## src/hw/rtl/prf_pkg.sv

```systemverilog
// Shared types and constants for the page replacement block.
// Used by prf_cell and page_replacement_fifo_lru; depends on nothing else.
`default_nettype none

package prf_pkg;

   localparam int MAX_FRAMES = 8;
   localparam int PAGE_BITS  = 16;

   localparam int SLOT_W  = $clog2(MAX_FRAMES);
   localparam int RANK_W  = $clog2(MAX_FRAMES);
   localparam int N_W     = $clog2(MAX_FRAMES + 1);
   localparam int COUNT_W = 16;
   localparam int CFG_W   = 4;
   localparam int CSR_IDX_W = 2;

   // Register indexes on the csr channel
   localparam logic [CSR_IDX_W-1:0] CSR_POLICY_MODE   = CSR_IDX_W'(0);
   localparam logic [CSR_IDX_W-1:0] CSR_FRAMES_IN_USE = CSR_IDX_W'(1);

   localparam logic POLICY_FIFO = 1'b0;
   localparam logic POLICY_LRU  = 1'b1;

   localparam logic CMD_REF   = 1'b0;
   localparam logic CMD_CLEAR = 1'b1;

   // Stream packing
   localparam int REQ_W = ((PAGE_BITS + 7) / 8) * 8;

   localparam int RSP_FAULT_LSB = 0;
   localparam int RSP_SLOT_LSB  = 1;
   localparam int RSP_EVV_LSB   = RSP_SLOT_LSB + SLOT_W;
   localparam int RSP_EVP_LSB   = RSP_EVV_LSB + 1;
   localparam int RSP_FTOT_LSB  = RSP_EVP_LSB + PAGE_BITS;
   localparam int RSP_HTOT_LSB  = RSP_FTOT_LSB + COUNT_W;
   localparam int RSP_BITS      = RSP_HTOT_LSB + COUNT_W;
   localparam int RSP_W         = ((RSP_BITS + 7) / 8) * 8;

   // Broadcast from the control to every cell
   typedef struct packed {
      logic                 capture;   // item accepted: latch match flags
      logic                 clear;     // clear item executing
      logic                 update;    // reference item executing
      logic [PAGE_BITS-1:0] page;
      logic [N_W-1:0]       n;         // active frame count at capture
      logic [SLOT_W-1:0]    slot;      // frame that takes the page
      logic [N_W-1:0]       old_rank;  // rank of that frame before the touch
   } cell_ctrl_type;

   // Search results handed from cell to cell
   typedef struct packed {
      logic              hit_found;
      logic [SLOT_W-1:0] hit_idx;
      logic              free_found;
      logic [SLOT_W-1:0] free_idx;
      logic [RANK_W-1:0] best_rank;
      logic [SLOT_W-1:0] best_idx;
   } scan_type;

   // Contents a cell shows to the control
   typedef struct packed {
      logic                 valid;
      logic [RANK_W-1:0]    rank;
      logic [PAGE_BITS-1:0] page;
   } cell_stat_type;

endpackage

`default_nettype wire

```

## src/hw/rtl/page_replacement_fifo_lru.sv

```systemverilog
// Page replacement unit, FIFO or LRU victim choice, built as a chain of frame cells.
// Top level: control, counters and result register. Uses prf_pkg and prf_cell.
//
// Usage:
//   req channel: tuser is the command (reference or clear), tdata the page number.
//   rsp channel: one result item per request item, fields in tdata.
//   csr channel: register 0 policy_mode, register 1 frames_in_use; write only
//   while no item is in flight. csr_ready is always high.
// Timing:
//   An item is accepted, its page compared against every frame in the cycle of
//   acceptance, and in the execute step that follows the frame cells pass hit,
//   free-frame and victim search along the chain, the chosen frame is written,
//   ranks are aged and the result is loaded into the output register, whose valid
//   flag drives rsp_tvalid. No new item is accepted while one is in the execute step.
//   The result register lets the next item be accepted while a result waits.
//   If rsp_tready stays low, the next item holds in the execute step and
//   req_tready stays low until the result register frees up.
// Reset: all frames empty, counters and FIFO pointer zero, FIFO policy,
//   four frames in use. No clearing pass is needed.
`default_nettype none

module page_replacement_fifo_lru
   import prf_pkg::*;
(
   input  wire logic                 clock,
   input  wire logic                 reset,
   // request: tuser = {cmd}, tdata = {page_number}
   input  wire logic                 req_tvalid,
   output logic                      req_tready,
   input  wire logic [REQ_W-1:0]     req_tdata,
   input  wire logic                 req_tuser,
   // result tdata, lowest bit up: fault_flag, frame_slot, evicted_valid,
   // evicted_page, fault_total, hit_total
   output logic                      rsp_tvalid,
   input  wire logic                 rsp_tready,
   output logic [RSP_W-1:0]          rsp_tdata,
   // configuration
   input  wire logic                 csr_valid,
   output logic                      csr_ready,
   input  wire logic [CSR_IDX_W-1:0] csr_index,
   input  wire logic [CFG_W-1:0]     csr_wdata
);

   logic                 policy_ff, policy_in;
   logic [CFG_W-1:0]     frames_ff, frames_in;

   logic                 busy_ff, busy_in;
   logic                 cmd_ff, cmd_in;
   logic [PAGE_BITS-1:0] page_ff, page_in;
   logic [N_W-1:0]       n_ff, n_in;
   logic [SLOT_W-1:0]    ptr_ff, ptr_in;
   logic [COUNT_W-1:0]   fault_cnt_ff, fault_cnt_in;
   logic [COUNT_W-1:0]   hit_cnt_ff, hit_cnt_in;

   logic                 rsp_valid_ff, rsp_valid_in;
   logic                 o_fault_ff, o_fault_in;
   logic [SLOT_W-1:0]    o_slot_ff, o_slot_in;
   logic                 o_evv_ff, o_evv_in;
   logic [PAGE_BITS-1:0] o_evp_ff, o_evp_in;

   logic [N_W-1:0]       n_cfg;
   logic                 accept;
   logic                 commit;
   logic [SLOT_W-1:0]    ptr_eff;
   logic [SLOT_W-1:0]    slot;
   logic                 evict;
   logic                 hit;
   cell_ctrl_type        ctrl;
   scan_type             scan [MAX_FRAMES+1];
   cell_stat_type        stat [MAX_FRAMES];
   logic [MAX_FRAMES-1:0] valid_vec;

   assign csr_ready  = 1'b1;
   assign req_tready = !busy_ff;
   assign accept     = req_tvalid && req_tready;
   assign commit     = busy_ff && (!rsp_valid_ff || rsp_tready);

   // Frame count clamped to 1..MAX_FRAMES
   always_comb begin
      if (frames_ff == '0) begin
         n_cfg = N_W'(1);
      end else if (int'(frames_ff) > MAX_FRAMES) begin
         n_cfg = N_W'(MAX_FRAMES);
      end else begin
         n_cfg = N_W'(frames_ff);
      end
   end

   // Frame cells
   assign scan[0] = '0;
   for (genvar g = 0; g < MAX_FRAMES; g++) begin : g_cell
      prf_cell u_cell (
         .clock    (clock),
         .reset    (reset),
         .cell_idx (SLOT_W'(g)),
         .ctrl     (ctrl),
         .scan_in  (scan[g]),
         .scan_out (scan[g+1]),
         .stat     (stat[g])
      );
      assign valid_vec[g] = stat[g].valid;
   end

   assign ptr_eff = (N_W'(ptr_ff) >= n_ff) ? '0 : ptr_ff;
   assign hit     = scan[MAX_FRAMES].hit_found;
   assign evict   = !hit && !scan[MAX_FRAMES].free_found;

   always_comb begin
      if (hit) begin
         slot = scan[MAX_FRAMES].hit_idx;
      end else if (scan[MAX_FRAMES].free_found) begin
         slot = scan[MAX_FRAMES].free_idx;
      end else if (policy_ff == POLICY_LRU) begin
         slot = scan[MAX_FRAMES].best_idx;
      end else begin
         slot = ptr_eff;
      end
   end

   always_comb begin
      ctrl.capture  = accept;
      ctrl.clear    = commit && (cmd_ff == CMD_CLEAR);
      ctrl.update   = commit && (cmd_ff == CMD_REF);
      ctrl.page     = accept ? req_tdata[PAGE_BITS-1:0] : page_ff;
      ctrl.n        = n_cfg;
      ctrl.slot     = slot;
      // an empty frame counts as older than every valid one
      ctrl.old_rank = stat[slot].valid ? N_W'(stat[slot].rank) : n_ff;
   end

   always_comb begin
      policy_in    = policy_ff;
      frames_in    = frames_ff;
      busy_in      = busy_ff;
      cmd_in       = cmd_ff;
      page_in      = page_ff;
      n_in         = n_ff;
      ptr_in       = ptr_ff;
      fault_cnt_in = fault_cnt_ff;
      hit_cnt_in   = hit_cnt_ff;
      rsp_valid_in = rsp_valid_ff;
      o_fault_in   = o_fault_ff;
      o_slot_in    = o_slot_ff;
      o_evv_in     = o_evv_ff;
      o_evp_in     = o_evp_ff;

      if (csr_valid && csr_ready) begin
         case (csr_index)
            CSR_POLICY_MODE:   policy_in = csr_wdata[0];
            CSR_FRAMES_IN_USE: frames_in = csr_wdata;
            default: ;
         endcase
      end

      if (rsp_valid_ff && rsp_tready) begin
         rsp_valid_in = 1'b0;
      end

      if (accept) begin
         busy_in = 1'b1;
         cmd_in  = req_tuser;
         page_in = req_tdata[PAGE_BITS-1:0];
         n_in    = n_cfg;
      end

      if (commit) begin
         busy_in      = 1'b0;
         rsp_valid_in = 1'b1;
         if (cmd_ff == CMD_CLEAR) begin
            ptr_in       = '0;
            fault_cnt_in = '0;
            hit_cnt_in   = '0;
            o_fault_in   = 1'b0;
            o_slot_in    = '0;
            o_evv_in     = 1'b0;
            o_evp_in     = '0;
         end else begin
            ptr_in = ptr_eff;
            if (evict && (policy_ff == POLICY_FIFO)) begin
               ptr_in = (N_W'(ptr_eff) + N_W'(1) >= n_ff) ? '0 : ptr_eff + SLOT_W'(1);
            end
            if (hit) begin
               if (hit_cnt_ff != '1) hit_cnt_in = hit_cnt_ff + COUNT_W'(1);
            end else begin
               if (fault_cnt_ff != '1) fault_cnt_in = fault_cnt_ff + COUNT_W'(1);
            end
            o_fault_in = !hit;
            o_slot_in  = slot;
            o_evv_in   = evict;
            o_evp_in   = evict ? stat[slot].page : '0;
         end
      end
   end

   always_ff @(posedge clock) begin
      if (reset) begin
         policy_ff    <= POLICY_FIFO;
         frames_ff    <= CFG_W'(4);
         busy_ff      <= 1'b0;
         ptr_ff       <= '0;
         fault_cnt_ff <= '0;
         hit_cnt_ff   <= '0;
         rsp_valid_ff <= 1'b0;
      end else begin
         policy_ff    <= policy_in;
         frames_ff    <= frames_in;
         busy_ff      <= busy_in;
         ptr_ff       <= ptr_in;
         fault_cnt_ff <= fault_cnt_in;
         hit_cnt_ff   <= hit_cnt_in;
         rsp_valid_ff <= rsp_valid_in;
      end
      cmd_ff     <= cmd_in;
      page_ff    <= page_in;
      n_ff       <= n_in;
      o_fault_ff <= o_fault_in;
      o_slot_ff  <= o_slot_in;
      o_evv_ff   <= o_evv_in;
      o_evp_ff   <= o_evp_in;
   end

   assign rsp_tvalid = rsp_valid_ff;

   always_comb begin
      rsp_tdata = '0;
      rsp_tdata[RSP_FAULT_LSB]                    = o_fault_ff;
      rsp_tdata[RSP_SLOT_LSB +: SLOT_W]           = o_slot_ff;
      rsp_tdata[RSP_EVV_LSB]                      = o_evv_ff;
      rsp_tdata[RSP_EVP_LSB +: PAGE_BITS]         = o_evp_ff;
      rsp_tdata[RSP_FTOT_LSB +: COUNT_W]          = fault_cnt_ff;
      rsp_tdata[RSP_HTOT_LSB +: COUNT_W]          = hit_cnt_ff;
   end

   // Checks
   a_commit_shows: assert property (@(posedge clock) disable iff (reset)
      commit |=> rsp_tvalid)
      else $error("executed item did not reach the result register");

   a_one_in_flight: assert property (@(posedge clock) disable iff (reset)
      accept |=> !req_tready)
      else $error("second item taken while one is executing");

   a_clear_empties: assert property (@(posedge clock) disable iff (reset)
      (commit && (cmd_ff == CMD_CLEAR)) |=> (valid_vec == '0))
      else $error("frames still valid after a clear item");

   a_evict_is_fault: assert property (@(posedge clock) disable iff (reset)
      (commit && evict) |-> !hit)
      else $error("eviction chosen on a hit");

endmodule

`default_nettype wire

```

## src/hw/rtl/prf_cell.sv

```systemverilog
// One frame of the page replacement chain: page, valid mark and recency rank.
// Takes the search results from its left neighbor and passes them right. Uses prf_pkg.
`default_nettype none

module prf_cell
   import prf_pkg::*;
(
   input  wire logic          clock,
   input  wire logic          reset,
   input  wire logic [SLOT_W-1:0] cell_idx,
   input  wire cell_ctrl_type ctrl,
   input  wire scan_type      scan_in,
   output scan_type           scan_out,
   output cell_stat_type      stat
);

   logic [PAGE_BITS-1:0] page_ff, page_in;
   logic                 valid_ff, valid_in;
   logic [RANK_W-1:0]    rank_ff, rank_in;
   logic                 match_ff, match_in;
   logic                 active_ff, active_in;

   logic is_slot;
   logic bump;

   assign is_slot = (ctrl.slot == cell_idx);
   assign bump = active_ff && valid_ff && !is_slot
              && (N_W'(rank_ff) < ctrl.old_rank)
              && (N_W'(rank_ff) < N_W'(MAX_FRAMES - 1));

   always_comb begin
      page_in   = page_ff;
      valid_in  = valid_ff;
      rank_in   = rank_ff;
      match_in  = match_ff;
      active_in = active_ff;
      if (ctrl.capture) begin
         active_in = (N_W'(cell_idx) < ctrl.n);
         match_in  = valid_ff && (page_ff == ctrl.page) && (N_W'(cell_idx) < ctrl.n);
      end
      if (ctrl.clear) begin
         valid_in = 1'b0;
         rank_in  = '0;
      end else if (ctrl.update) begin
         if (is_slot) begin
            page_in  = ctrl.page;
            valid_in = 1'b1;
            rank_in  = '0;
         end else if (bump) begin
            rank_in = rank_ff + RANK_W'(1);
         end
      end
   end

   always_ff @(posedge clock) begin
      if (reset) begin
         valid_ff  <= 1'b0;
         rank_ff   <= '0;
         match_ff  <= 1'b0;
         active_ff <= 1'b0;
      end else begin
         valid_ff  <= valid_in;
         rank_ff   <= rank_in;
         match_ff  <= match_in;
         active_ff <= active_in;
      end
      page_ff <= page_in;
   end

   // First match, first free frame, lowest frame with the highest rank
   always_comb begin
      scan_out = scan_in;
      if (!scan_in.hit_found && match_ff) begin
         scan_out.hit_found = 1'b1;
         scan_out.hit_idx   = cell_idx;
      end
      if (!scan_in.free_found && active_ff && !valid_ff) begin
         scan_out.free_found = 1'b1;
         scan_out.free_idx   = cell_idx;
      end
      if (active_ff && (rank_ff > scan_in.best_rank)) begin
         scan_out.best_rank = rank_ff;
         scan_out.best_idx  = cell_idx;
      end
   end

   assign stat.valid = valid_ff;
   assign stat.rank  = rank_ff;
   assign stat.page  = page_ff;

endmodule

`default_nettype wire

```

## config.mk

```make
export PLATFORM = sky130hd
export DESIGN_NAME = page_replacement_fifo_lru
export DESIGN_NICKNAME = d
export VERILOG_FILES = /design/src/hw/rtl/prf_pkg.sv /design/src/hw/rtl/page_replacement_fifo_lru.sv /design/src/hw/rtl/prf_cell.sv
export SDC_FILE = /design/constraint.sdc
export NUM_CORES = 1
export LEC_CHECK = 0
export BUFFER_PORTS_ARGS = -buffer_cell sky130_fd_sc_hd__buf_2
export CAP_MARGIN = 20
export CORE_MARGIN = 1.5
export CORE_UTILIZATION = 30
export CTS_CLUSTER_DIAMETER = 60
export DETAILED_ROUTE_END_ITERATION = 7
export SYNTH_ARGS = -nofsm -noshare
export SYNTH_HDL_FRONTEND = slang
export SYNTH_SLANG_ARGS = --single-unit
```

## constraint.sdc

```tcl
create_clock -name clock -period 16.7 [get_ports clock]
set_input_delay 4.175 -clock clock [delete_from_list [all_inputs] [get_ports clock]]
set_output_delay 4.175 -clock clock [all_outputs]
set_load 0.05 [all_outputs]
```

==> key figures <==
Run status
  – Status: complete, no violations

Setup path
  – FF-to-FF path depth: between 50 and 60
  – Reg-to-reg startpoint: g_cell[0].u_cell.rank_ff[1]
  – Crit path capture type: register
  – Worst Setup Start Kind: register
  – R2r endpoint: g_cell[5].u_cell.rank_ff[1]
  – Req. time, crit path: 17.12 ns
  – Most frequent cell on the critical path: ha_1
  – CP startpoint: g_cell[0].u_cell.rank_ff[1]
  – Worst setup path endpoint: g_cell[5].u_cell.rank_ff[1]
  – Max FO, Critical Path: 70
  – CP peak stage delay: ~0.70 ns
  – Crit path max-delay cell type: buf_4
  – Crit path DAT: about 15 ns
  – Kind of critical path: register to register
  – Reg-to-reg slack, setup: between 2 and 2.5 ns

Die
  – Std-Cell Rows: approximately 80
  – Die area: 48400 um^2
  – Core area: approximately 47000 um^2
  – Initial core utilization: a little under a third
  – Die width: 220 um
  – I/O pin count: a little under 90
  – Die height: 220 um

Global route
  – Grt peak-use layer: met2
  – Largest net degree at the start of global routing: 71
  – GRT overflow: 0
  – GRT met3 Usage: about 2.8%
  – First-pass GRT wire length: roughly 65 mm
  – GRT met2 Usage: between 20 and 30%
  – Met1 Use GR: roughly a quarter
  – GRT Overall Usage: between 10% and 20%
  – Vias in the first global route: 10.9k
  – Initial antenna violation count: 2

Route
  – Via density: roughly 5.3
  – Average wire per standard cell: 19.9 um
  – Pre-antenna DRT Iters: 6
  – Detailed-route wire length: 43.4 mm
  – Initial DRC Count: 1041
  – Vias: 11.5k
  – Antenna-violating nets left: 0
  – Residual DRC count: 0

Finish
  – Layout Area Growth over Synthesis: 14.6%
  – Antenna diodes: 0
  – Commonest cells after routing, fill and taps aside: 205 x nand2_1, 155 x nand3_1, 154 x edfxtp_1
  – Share of layout cells above drive strength 1: 12.6%
  – Most common cell after layout, fill and taps aside: nand2_1
  – Layout net count: between 1.5k and 2k

Timing
  – Final period utilization: 86.8%
  – Hold WS: between 0.4 and 0.5 ns
  – Setup repair after global routing missed its margin: no
  – Worst Tran Pin Value: 1.08 ns
  – Fmax: 69.0 MHz
  – Worst clock skew: between 0.02 and 0.03 ns
  – Slew HR: approximately a quarter
  – Endpoints failing setup: 0
  – Fin Setup TNS: 0 ns
  – Crit path time final: between 10 and 15 ns
  – Max-slew violations: 0
  – Final Hold Vio Count: 0

Power
  – Pwr/cell area: slightly above 100 nW/um^2
  – Peak supply drop: about 0.000084 V
  – Pleak: between 5 and 6 nW

CTS
  – H-tree levels: 1
  – Post-CTS Setup Repair Bufs: 0
  – Root Driver: clkbuf_16
  – Post_cts resized: 0
  – # hold bufs at CTS: 0
  – Clock Latency Late Sink: approximately 0.59 ns
  – TritonCTS buffer count: 29
  – CTS clk-pin slew, worst paths: 0.06 ns
  – CTS tree: yes
  – CTS sink count: 260
  – Clk buf depth: 3

Synthesis
  – Synth Area per Inst: about 9.6 um^2
  – Mapped cell area: about 14000 um^2
  – Dominant synthesized flop cell: edfxtp_1
  – Post-synthesis async set-or-reset flop share: 0%
  – Library cells used by synthesis: a little over 80
  – Number of synthesized flops with an enable pin: approximately 150
  – Synth warn: 0
  – Seq cells post-synth: 260
  – Sequential-to-total area share from yosys stat: a little under half
  – Cells after Synth: 1474

Place
  – Port bufs: 82
  – Routability cong.: 0.946
  – Hpwl dp: 30.4 mm

Job
  – Number of max-cap violations: 0

Hold path
  – Worst Hold Class: register to register
  – HP Start: g_cell[6].u_cell.match_ff
==> sequential cells by signal, indices dropped and copies added, names as in the netlist, 3 cells and up <==
register / count
g_cell.u_cell.page_ff: 128
g_cell.u_cell.rank_ff: 24
fault_cnt_ff: 16
hit_cnt_ff: 16
o_evp_ff: 16
page_ff: 16
g_cell.u_cell.active_ff: 8
g_cell.u_cell.match_ff: 8
g_cell.u_cell.valid_ff: 8
frames_ff: 4
n_ff: 4
o_slot_ff: 3
ptr_ff: 3
==> metrics by stage <==
step           setup WS (ns)  power (mW)  cells  area, um^2  utilization [%]
2_1_floorplan           3.92       0.959   1476       14100                -
3_3_place_gp            2.74        1.06   2126       15300             32.8
3_5_place_dp            2.38        1.07   2126       15300             32.8
4_1_cts                 2.30        1.69   2180       16200             34.8
5_1_grt                 1.11        1.74   2183       16200             34.8
6_report                2.21        1.68   2183       16200             34.8
==> power breakdown <==
part	internal, mW	total [mW]	switching [mW]
sequential	0.711	0.724	0.0131
clock	0.347	0.623	0.276
combinational	0.0981	0.333	0.235
==> cell usage after synthesis (all sizes together), types with 7 or more instances <==
library cell    n  area share, %
xor2           54            3.3
nand3         156            5.6
a31oi          10           0.83
inv            60            1.6
and3           11           0.52
dfxtp         106             15
nand2         205            5.4
edfxtp        154             33
a21o            7           0.37
nand4          36            1.6
mux2i          31            2.2
nor2          130            3.5
o21ai          44            1.6
nand2b         14           0.62
ha             48            4.2
a21oi          56            2.0
or3            13           0.61
clkbuf         43            1.1
nor3           23           0.89
o211ai         11           0.75
nor4           32            1.4
buf            19           0.73
xnor2         102            6.3
nor2b          13           0.63
a211oi         10           0.60
==> cell type report <==
type                    count  area (um^2)
clock buffers              41          822
clock inverters            13         96.3
fillers                  4713        30300
inverters                  60          225
multi-input cells        1094         6950
flip-flops and latches    260         6750
well taps                 607          759
repair buffers            108          606
==> per-layer routing <==
layer  vias up  routed length, um  share of wire [%]
met2       435              20400                 47
met1      5508              18800                 43
li1       5436                  -                  -
met3        85               2810                6.5
met5         -                  9              0.021
met4         2               1430                3.3
==> cells by family after synthesis <==
group                    synth area share (%)
flip-flops                               47.7
XOR/XNOR                                 9.66
adder cells (fa/ha/maj)                  4.47
AO/OA/AOI/OAI                            10.2
multiplexers                             2.62
buffers and inverters                    3.47
other                                  0.0531
AND/OR/NAND/NOR                          21.8
==> worst min path at each step <==
stage | to | slack, ns | cells past startpoint
after floorplan | g_cell[7].u_cell.match_ff | 0.43 | 2
after global placement | g_cell[7].u_cell.match_ff | 0.45 | 2
after detailed placement | g_cell[7].u_cell.match_ff | 0.46 | 2
after CTS | g_cell[7].u_cell.match_ff | 0.47 | 2
after global routing | g_cell[6].u_cell.match_ff | 0.51 | 2
final | g_cell[6].u_cell.match_ff | 0.48 | 2
==> critical path: cells and delay by family (launching register included) <==
kind	cells	cell delay, ns
simple gates	20	2.79
compound gates	18	4.84
mux	6	1.89
buf+inv	4	1.13
fa+ha+maj	11	3.22
flops	1	0.45
No activity file was read; power rests on OpenSTA's default activity.
